## src/sv/btu_pkg.sv

```systemverilog
// ----------------------------------------------------------------------------
// Busy-time utilization monitor package
// Shared types, codes and constants of the monitor.
// ----------------------------------------------------------------------------
`timescale 1ns / 1ps

package btu_pkg;

    localparam int KIND_W   = 2;
    localparam int US_W     = 32;
    localparam int MS_W     = 48;
    localparam int WIN_W    = 11;
    localparam int PCT_W    = 7;
    localparam int QBITS    = 7;
    localparam int NUM_W    = US_W + PCT_W;
    localparam int WUS_W    = 21;
    localparam int DSH_W    = WUS_W + QBITS;
    localparam int CNT_W    = 3;

    localparam logic [KIND_W-1:0] KIND_START = 2'd0;
    localparam logic [KIND_W-1:0] KIND_END   = 2'd1;
    localparam logic [KIND_W-1:0] KIND_TICK  = 2'd2;

    localparam logic [WIN_W-1:0] WIN_MIN   = 11'd100;
    localparam logic [WIN_W-1:0] WIN_MAX   = 11'd2000;
    localparam logic [WIN_W-1:0] WIN_RESET = 11'd1000;
    localparam logic [PCT_W-1:0] PCT_MAX   = 7'd100;
    localparam logic [CNT_W-1:0] LAST_STEP = 3'd6;

    typedef enum logic [2:0] {
        ST_IDLE,
        ST_EXEC,
        ST_DIV_LOAD,
        ST_DIV_CHECK,
        ST_DIV_STEP,
        ST_FINISH
    } state_t;

    typedef struct packed {
        logic capture;
        logic exec;
        logic div_load;
        logic div_check;
        logic div_step;
        logic commit;
        logic out_load;
    } cmd_t;

    typedef struct packed {
        logic close_need;
        logic out_free;
    } stat_t;

endpackage

```

## src/sv/btu_item_if.sv

```systemverilog
// ----------------------------------------------------------------------------
// Item channel
// Valid/ready channel carrying one input event beat.
// ----------------------------------------------------------------------------
`timescale 1ns / 1ps

interface btu_item_if import btu_pkg::*; ();
    logic              valid;
    logic              ready;
    logic [KIND_W-1:0] kind;
    logic [US_W-1:0]   now_us;
    logic [MS_W-1:0]   now_ms;

    modport source (output valid, kind, now_us, now_ms, input ready);
    modport sink   (input valid, kind, now_us, now_ms, output ready);
endinterface

```

## src/sv/btu_result_if.sv

```systemverilog
// ----------------------------------------------------------------------------
// Result channel
// Valid/ready channel carrying one result beat.
// ----------------------------------------------------------------------------
`timescale 1ns / 1ps

interface btu_result_if import btu_pkg::*; ();
    logic             valid;
    logic             ready;
    logic [PCT_W-1:0] cpu_percent;
    logic             window_closed;

    modport source (output valid, cpu_percent, window_closed, input ready);
    modport sink   (input valid, cpu_percent, window_closed, output ready);
endinterface

```

## src/sv/btu_ctrl.sv

```systemverilog
// ----------------------------------------------------------------------------
// Monitor controller
// Sequences capture, update, the serial percent divide and result load.
// ----------------------------------------------------------------------------
`timescale 1ns / 1ps

module btu_ctrl
    import btu_pkg::*;
(
    input  logic  clk,
    input  logic  rst_n,
    input  logic  item_valid,
    output logic  item_ready,
    input  stat_t stat,
    output cmd_t  cmd
);

    state_t           state_reg, state_next;
    logic [CNT_W-1:0] cnt_reg, cnt_next;

    always_ff @(posedge clk or negedge rst_n)
    begin
        if (!rst_n)
        begin
            state_reg <= ST_IDLE;
            cnt_reg   <= '0;
        end
        else
        begin
            state_reg <= state_next;
            cnt_reg   <= cnt_next;
        end
    end

    always_comb
    begin
        state_next = state_reg;
        cnt_next   = cnt_reg;
        case (state_reg)
            ST_IDLE:
            begin
                if (item_valid)
                    state_next = ST_EXEC;
            end
            ST_EXEC:
            begin
                if (stat.close_need)
                    state_next = ST_DIV_LOAD;
                else if (stat.out_free)
                    state_next = ST_IDLE;
            end
            ST_DIV_LOAD:
                state_next = ST_DIV_CHECK;
            ST_DIV_CHECK:
            begin
                state_next = ST_DIV_STEP;
                cnt_next   = LAST_STEP;
            end
            ST_DIV_STEP:
            begin
                if (cnt_reg == '0)
                    state_next = ST_FINISH;
                else
                    cnt_next = cnt_reg - 1'b1;
            end
            ST_FINISH:
            begin
                if (stat.out_free)
                    state_next = ST_IDLE;
            end
            default:
                state_next = ST_IDLE;
        endcase
    end

    always_comb
    begin
        cmd        = '0;
        item_ready = 1'b0;
        case (state_reg)
            ST_IDLE:
            begin
                item_ready  = 1'b1;
                cmd.capture = item_valid;
            end
            ST_EXEC:
            begin
                if (!stat.close_need && stat.out_free)
                begin
                    cmd.exec     = 1'b1;
                    cmd.out_load = 1'b1;
                end
            end
            ST_DIV_LOAD:
                cmd.div_load = 1'b1;
            ST_DIV_CHECK:
                cmd.div_check = 1'b1;
            ST_DIV_STEP:
                cmd.div_step = 1'b1;
            ST_FINISH:
            begin
                cmd.commit   = stat.out_free;
                cmd.out_load = stat.out_free;
            end
            default:
                cmd = '0;
        endcase
    end

endmodule

```

## src/sv/btu_datapath.sv

```systemverilog
// ----------------------------------------------------------------------------
// Monitor datapath
// Task timing, busy accumulation, window tracking, restoring divider and
// output register.
// ----------------------------------------------------------------------------
`timescale 1ns / 1ps

module btu_datapath
    import btu_pkg::*;
(
    input  logic              clk,
    input  logic              rst_n,
    input  logic              cfg_wr_en,
    input  logic [WIN_W-1:0]  cfg_wr_data,
    input  logic [KIND_W-1:0] kind,
    input  logic [US_W-1:0]   now_us,
    input  logic [MS_W-1:0]   now_ms,
    input  cmd_t              cmd,
    output stat_t             stat,
    output logic              out_valid,
    input  logic              out_ready,
    output logic [PCT_W-1:0]  out_percent,
    output logic              out_closed
);

    logic [WIN_W-1:0]  window_ms_reg;
    logic [KIND_W-1:0] kind_reg;
    logic [US_W-1:0]   now_us_reg;
    logic [MS_W-1:0]   now_ms_reg;
    logic [US_W-1:0]   task_start_reg;
    logic              task_active_reg;
    logic [US_W-1:0]   busy_reg, busy_next;
    logic [MS_W-1:0]   win_start_reg;
    logic [PCT_W-1:0]  last_pct_reg;
    logic [NUM_W-1:0]  rem_reg;
    logic [DSH_W-1:0]  dsh_reg;
    logic [QBITS-1:0]  quo_reg;
    logic              sat_reg;
    logic              out_valid_reg;
    logic [PCT_W-1:0]  out_pct_reg;
    logic              out_closed_reg;

    logic [WIN_W-1:0]  cfg_clamped;
    logic [US_W-1:0]   task_elapsed;
    logic [US_W:0]     busy_sum;
    logic [MS_W-1:0]   win_elapsed;
    logic [NUM_W-1:0]  num_init;
    logic [WUS_W-1:0]  win_us;
    logic [NUM_W-1:0]  dsh_ext;
    logic              rem_ge;
    logic [PCT_W-1:0]  pct_new;

    assign cfg_clamped = (cfg_wr_data < WIN_MIN) ? WIN_MIN :
                         (cfg_wr_data > WIN_MAX) ? WIN_MAX : cfg_wr_data;

    assign task_elapsed = now_us_reg - task_start_reg;
    assign busy_sum     = {1'b0, busy_reg} + {1'b0, task_elapsed};
    assign win_elapsed  = now_ms_reg - win_start_reg;

    assign num_init = (NUM_W'(busy_reg) << 6) + (NUM_W'(busy_reg) << 5)
                    + (NUM_W'(busy_reg) << 2);
    assign win_us   = WUS_W'(window_ms_reg) * WUS_W'(1000);
    assign dsh_ext  = NUM_W'(dsh_reg);
    assign rem_ge   = rem_reg >= dsh_ext;
    assign pct_new  = (sat_reg || quo_reg > PCT_MAX) ? PCT_MAX : quo_reg;

    assign stat.close_need = (kind_reg == KIND_TICK) && (win_start_reg != '0)
                           && (win_elapsed >= MS_W'(window_ms_reg));
    assign stat.out_free   = !out_valid_reg || out_ready;

    always_comb
    begin
        busy_next = busy_reg;
        if (cmd.exec && kind_reg == KIND_END && task_active_reg)
            busy_next = busy_sum[US_W] ? '1 : busy_sum[US_W-1:0];
        else if (cmd.commit)
            busy_next = '0;
    end

    always_ff @(posedge clk or negedge rst_n)
    begin
        if (!rst_n)
        begin
            window_ms_reg   <= WIN_RESET;
            task_start_reg  <= '0;
            task_active_reg <= 1'b0;
            busy_reg        <= '0;
            win_start_reg   <= '0;
            last_pct_reg    <= '0;
            out_valid_reg   <= 1'b0;
        end
        else
        begin
            if (cfg_wr_en)
                window_ms_reg <= cfg_clamped;
            busy_reg <= busy_next;
            if (cmd.exec)
            begin
                case (kind_reg)
                    KIND_START:
                    begin
                        if (!task_active_reg)
                        begin
                            task_start_reg  <= now_us_reg;
                            task_active_reg <= 1'b1;
                        end
                    end
                    KIND_END:
                        task_active_reg <= 1'b0;
                    KIND_TICK:
                    begin
                        if (win_start_reg == '0)
                            win_start_reg <= now_ms_reg;
                    end
                    default:
                        task_active_reg <= task_active_reg;
                endcase
            end
            if (cmd.commit)
            begin
                last_pct_reg  <= pct_new;
                win_start_reg <= now_ms_reg;
            end
            if (cmd.out_load)
                out_valid_reg <= 1'b1;
            else if (out_ready)
                out_valid_reg <= 1'b0;
        end
    end

    // hold captured item, divider operands and output data
    always_ff @(posedge clk)
    begin
        if (cmd.capture)
        begin
            kind_reg   <= kind;
            now_us_reg <= now_us;
            now_ms_reg <= now_ms;
        end
        if (cmd.div_load)
        begin
            rem_reg <= num_init;
            dsh_reg <= DSH_W'(win_us) << QBITS;
            quo_reg <= '0;
        end
        if (cmd.div_check)
        begin
            sat_reg <= rem_ge;
            dsh_reg <= dsh_reg >> 1;
        end
        if (cmd.div_step)
        begin
            if (rem_ge)
                rem_reg <= rem_reg - dsh_ext;
            quo_reg <= {quo_reg[QBITS-2:0], rem_ge};
            dsh_reg <= dsh_reg >> 1;
        end
        if (cmd.out_load)
        begin
            out_pct_reg    <= cmd.commit ? pct_new : last_pct_reg;
            out_closed_reg <= cmd.commit;
        end
    end

    assign out_valid   = out_valid_reg;
    assign out_percent = out_pct_reg;
    assign out_closed  = out_closed_reg;

endmodule

```

## src/sv/busy_time_utilization_monitor.sv

```systemverilog
// Each item beat is captured, then executed and its result loaded; a tick that
// closes a window first runs the 7-step restoring divider. No new item is
// accepted until the previous one is finished, a stalled result channel holds
// it, and the single shared divider serves every close.
// Reset: async active low; clears FSM and busy state, window_ms back to 1000.
// ----------------------------------------------------------------------------
// Busy-time utilization monitor
// Times task activity and reports the busy percentage of each window.
// ----------------------------------------------------------------------------
`timescale 1ns / 1ps

module busy_time_utilization_monitor
    import btu_pkg::*;
(
    input  logic             clk,
    input  logic             rst_n,
    input  logic             cfg_wr_en,
    input  logic [WIN_W-1:0] cfg_wr_data,
    btu_item_if.sink         item,
    btu_result_if.source     result
);

    cmd_t  cmd;
    stat_t stat;

    btu_ctrl u_ctrl (
        .clk        (clk),
        .rst_n      (rst_n),
        .item_valid (item.valid),
        .item_ready (item.ready),
        .stat       (stat),
        .cmd        (cmd)
    );

    btu_datapath u_dp (
        .clk         (clk),
        .rst_n       (rst_n),
        .cfg_wr_en   (cfg_wr_en),
        .cfg_wr_data (cfg_wr_data),
        .kind        (item.kind),
        .now_us      (item.now_us),
        .now_ms      (item.now_ms),
        .cmd         (cmd),
        .stat        (stat),
        .out_valid   (result.valid),
        .out_ready   (result.ready),
        .out_percent (result.cpu_percent),
        .out_closed  (result.window_closed)
    );

endmodule

```

## src/flat_wrapper.sv

```systemverilog
// flat-port wrapper written by rule: the top's interface ports become plain ports
module busy_time_utilization_monitor_flat import btu_pkg::*;
  (clk, rst_n, cfg_wr_en, cfg_wr_data, item_valid, item_kind, item_now_us, item_now_ms, item_ready, result_valid, result_cpu_percent, result_window_closed, result_ready);
  btu_item_if item_i ();
  btu_result_if result_i ();
  input  logic clk;
  input  logic rst_n;
  input  logic cfg_wr_en;
  input  logic [WIN_W-1:0] cfg_wr_data;
  input wire logic [$bits(item_i.valid)-1:0] item_valid;
  input wire logic [$bits(item_i.kind)-1:0] item_kind;
  input wire logic [$bits(item_i.now_us)-1:0] item_now_us;
  input wire logic [$bits(item_i.now_ms)-1:0] item_now_ms;
  output wire logic [$bits(item_i.ready)-1:0] item_ready;
  output wire logic [$bits(result_i.valid)-1:0] result_valid;
  output wire logic [$bits(result_i.cpu_percent)-1:0] result_cpu_percent;
  output wire logic [$bits(result_i.window_closed)-1:0] result_window_closed;
  input wire logic [$bits(result_i.ready)-1:0] result_ready;
  assign item_i.valid = item_valid;
  assign item_i.kind = item_kind;
  assign item_i.now_us = item_now_us;
  assign item_i.now_ms = item_now_ms;
  assign item_ready = item_i.ready;
  assign result_valid = result_i.valid;
  assign result_cpu_percent = result_i.cpu_percent;
  assign result_window_closed = result_i.window_closed;
  assign result_i.ready = result_ready;
  busy_time_utilization_monitor u_core (.clk(clk), .rst_n(rst_n), .cfg_wr_en(cfg_wr_en), .cfg_wr_data(cfg_wr_data), .item(item_i), .result(result_i));
endmodule
```

## config.mk

```make
export PLATFORM = sky130hd
export DESIGN_NAME = busy_time_utilization_monitor_flat
export DESIGN_NICKNAME = d
export VERILOG_FILES = /design/src/sv/btu_pkg.sv /design/src/sv/btu_item_if.sv /design/src/sv/btu_result_if.sv /design/src/sv/btu_ctrl.sv /design/src/sv/btu_datapath.sv /design/src/sv/busy_time_utilization_monitor.sv /design/src/flat_wrapper.sv
export SDC_FILE = /design/constraint.sdc
export NUM_CORES = 1
export LEC_CHECK = 0
export BUFFER_PORTS_ARGS = -buffer_cell sky130_fd_sc_hd__buf_2
export CORE_UTILIZATION = 60
export DETAILED_ROUTE_END_ITERATION = 8
export PLACE_DENSITY_LB_ADDON = 0.05
export SETUP_SLACK_MARGIN = 0.5
export SKIP_LAST_GASP = 1
export SLEW_MARGIN = 20
export SYNTH_ARGS = -nofsm -noshare
export SYNTH_HDL_FRONTEND = slang
export SYNTH_SLANG_ARGS = --single-unit
```

## constraint.sdc

```tcl
create_clock -name clk -period 11.95 [get_ports clk]
set_input_delay 0.5975 -clock clk [delete_from_list [all_inputs] [get_ports clk]]
set_output_delay 0.5975 -clock clk [all_outputs]
set_load 0.1 [all_outputs]
```

==> summary.md <==
| Metric | Value |
|---|---|
| CTS sink cnt | 303 |
| Startpoint types | flop |
| Root Buffer | clkbuf_16 |
| Largest net degree at the start of global routing | 86 |
| M3 GR Usage | 0.0403 |
| Initial antenna violation count | 0 |
| TritonCTS clock tree | done |
| Fmax | around 0.17 GHz |
| Yosys warnings | 0 |
| Min-Delay Path Class | input pin to async pin |
| Post CTS Setup Buffer Count | 0 |
| WP data arrival | around 6.0 ns |
| Worst r2r path cells | 20 |
| Total Nets Final | approximately 3,000 |
| I/O Pins | about 110 |
| RR Endpoint | u_core.u_dp.out_percent[2]$_DFFE_PP_ |
| Post-Syn Instances | between 2,000 and 3,000 |
| WL final | 58,600 µm |
| Site Rows | 72 |
| Syn-to-layout area delta | 8.98% |
| Fill cell count | just over 3,000 |
| DP Wirelength | ~45,000 µm |
| Hold Fails Final Rpt | 0 |
| Register area | roughly 0.008 mm² |
| Hold_buf cts | 0 |
| First-pass GRT wire length | 93,800 µm |
| Max-slew headroom | 0.343 |
| Clock transition at path regs | 0.06 ns |
| CP peak stage delay | 0.71 ns |
| Clock insertion delay at the later pin of the skew report | between 0.5 and 0.6 ns |
| Worst endpoint required time | 12.11 ns |
| Chip width | approximately 200 µm |
| FF-to-FF Start | u_core.u_dp.now_ms_reg[2]$_DFFE_PP_ |
| Routed vias/inst | just over 6 |
| Post-place setup slack | 6.16 ns |
| ANT nets after route | 0 |
| Mapped Nets | between 2,000 and 3,000 |
| RSZ-0062 raised after global routing | no |
| Cell repeated most along the worst path | a21o_1 |
| Max clock buf depth | 3 |
| Setup WS post-layout | 6.09 ns |
| Max Transition Viols Final | 0 |
| DR DRC count | 0 |
| Commonest non-fill, non-tap cell in the layout | ha_1 |
| Starting Density | 0.608 |
| GRT overflow | 0 |
| Status | finished, final reports clean |
| Vias post-DR | about 19,000 |
| Global-route met1 utilization | 0.392 |
| CP max FO | 8 |
| ANT cells | 0 |
| Crit path max-delay cell type | a21oi_1 |
| Overall global routing resource usage | 0.296 |
| Initial DRC Count | 1,178 |
| Core ar. | around 0.039 mm² |
| Drt pass-1 iters | 5 |
| Die ar. | about 0.04 mm² |
| Post-synthesis cell area | ~0.023 mm² |
| Multi-input logic area | ~0.014 mm² |
| Chip height | between 150 and 200 µm |
| Setup tns final | 0 ns |
| Gr busiest metal | met2 |
| Flop2flop setup slack | 6.09 ns |
| End point of the critical path | u_core.u_dp.out_percent[2]$_DFFE_PP_ |
| Post_cts resized | 0 |
| Port-buffer cells | 107 |
| Final worst path period share | 0.490 |
| H-tree level count | 2 |
| Commonest non-fill, non-tap cells in the layout | 230 x ha_1, 227 x a21oi_1, 190 x inv_1, 189 x nand2_1, 147 x o21ai_0 |
| Critical path, cell by cell | ha_1 -> o21ai_1 -> a21oi_1 -> o21ai_0 -> nand2b_1 -> a21o_1 -> a21o_1 -> a31oi_1 -> xnor2_1 -> ha_1 -> a21o_1 -> a2111oi_2 -> o2111ai_1 -> a211o_1 -> or4_1 -> nor4_1 -> nand4_1 -> nor4_1 -> nand4_1 -> a21oi_1 |
| Fraction of layout cells with a size suffix above 1 | 0.112 |
| M2 GR Usage | 0.504 |
| Asr flop ratio synth | 0.455 |
| Start point of the critical path | u_core.u_dp.now_ms_reg[2]$_DFFE_PP_ |
| Yosys cell types | 83 |
| Vias in the first global route | 18,400 |
| Synth Register Bits | a little over 300 |
| Finish-stage setup viols | 0 |
| Setup CP Type | flop to flop |
| MaxCap Viol Count | 0 |
| Inserted Clock Buffers | 35 |
| Slew @ Worst Pin | 0.976 ns |
| Final Util | 0.662 |
| Post-synth EDFFs | approximately 130 |
| Worst clock skew | about 0.029 ns |
| Nature of the critical path endpoint | flop |
| Syn Area/Cell | about 9.4 µm² |
| GPL Wtd Cong | approximately 0.99 |
| Seq/Total Area, Yosys | 0.341 |
| DR WL/cell | 18.8 µm |
| Final critical-path required period | around 6 ns |
| Top_reg_cell synth | dfrtp_1 |
## synthesized netlist by cell type (10+ instances only)
cell	n	area, µm²
fa_1	67	1340
nand4_1	33	206
ha_1	230	2880
clkbuf_1	69	259
a211o_1	12	105
nor4_1	34	213
nor2b_1	19	119
a211oi_1	45	338
and3_1	23	144
a2111oi_0	10	87.6
dfrtp_1	132	3300
o21bai_1	23	173
edfxtp_1	125	3750
and2_1	20	125
o21a_1	33	248
dfxtp_1	40	801
nand3_1	50	250
xor2_1	52	455
or3_1	14	87.6
xnor2_1	80	701
o211ai_1	16	120
a31oi_1	48	300
a21oi_1	227	1140
nor3_1	43	215
mux2_2	83	935
nor2_1	140	526
a21o_1	82	616
a21boi_0	13	97.6
o21ai_0	147	736
inv_1	190	713
o2111ai_1	10	87.6
nand2_1	189	709
mux2i_1	12	120
nand2b_1	31	194
## how the worst min path moves through the flow
stage | start | end | slack (ns)
after floorplan | rst_n | u_core.u_ctrl.cnt_reg[0]$_DFFE_PN0P_ | 0.30
after global routing | rst_n | u_core.u_dp.busy_reg[31]$_DFFE_PN0P_ | 0.20
final | rst_n | u_core.u_dp.busy_reg[31]$_DFFE_PN0P_ | 0.11
after CTS | rst_n | u_core.u_dp.busy_reg[31]$_DFFE_PN0P_ | 0.15
after global placement | u_core.u_dp.rem_reg[0]$_DFF_P_ | u_core.u_dp.rem_reg[0]$_DFF_P_ | 0.46
after detailed placement | u_core.u_dp.rem_reg[32]$_DFF_P_ | u_core.u_dp.rem_reg[32]$_DFF_P_ | 0.47
## layout make-up
type | instances | share of cell area
clock buffer | 45 | 0.0393
clock inverter | 18 | 0.00381
inverter | 190 | 0.0279
multi-input combinational | 1927 | 0.565
sequential | 303 | 0.313
tap | 518 | 0.0253
timing repair buffer | 119 | 0.0255
## per-layer routing
layer,up-vias,wire (µm)
met5,-,0
met4,0,1410
met3,88,2840
met2,493,28500
met1,9313,25900
li1,9337,-
## cell families after synthesis
group                    synth area share
AO/OA/AOI/OAI                       0.208
XOR/XNOR                           0.0492
adder cells (fa/ha/maj)             0.180
buffers and inverters              0.0439
flip-flops                          0.341
multiplexers                       0.0449
AND/OR/NAND/NOR                     0.133
## per-stage QoR
step	instance area, µm²	hold slack [ns]	instances
after CTS	25600	0.151	3119
after global placement	24500	0.455	3056
after floorplan	23500	0.302	2501
after detailed placement	24500	0.469	3056
after global routing	25600	0.196	3120
final	25600	0.109	3120
## worst max-delay path, delay by kind of cell, from the launching register on
family          cells  cell delay, ns
fa+ha+maj           2            0.65
compound gates     11            2.73
simple gates        6            1.55
flops               1            0.40
xor+xnor            1            0.14
Power is left out: the tool's default activity adds up to more than one toggle a clock period on the data nets, which glitch-free logic cannot reach.
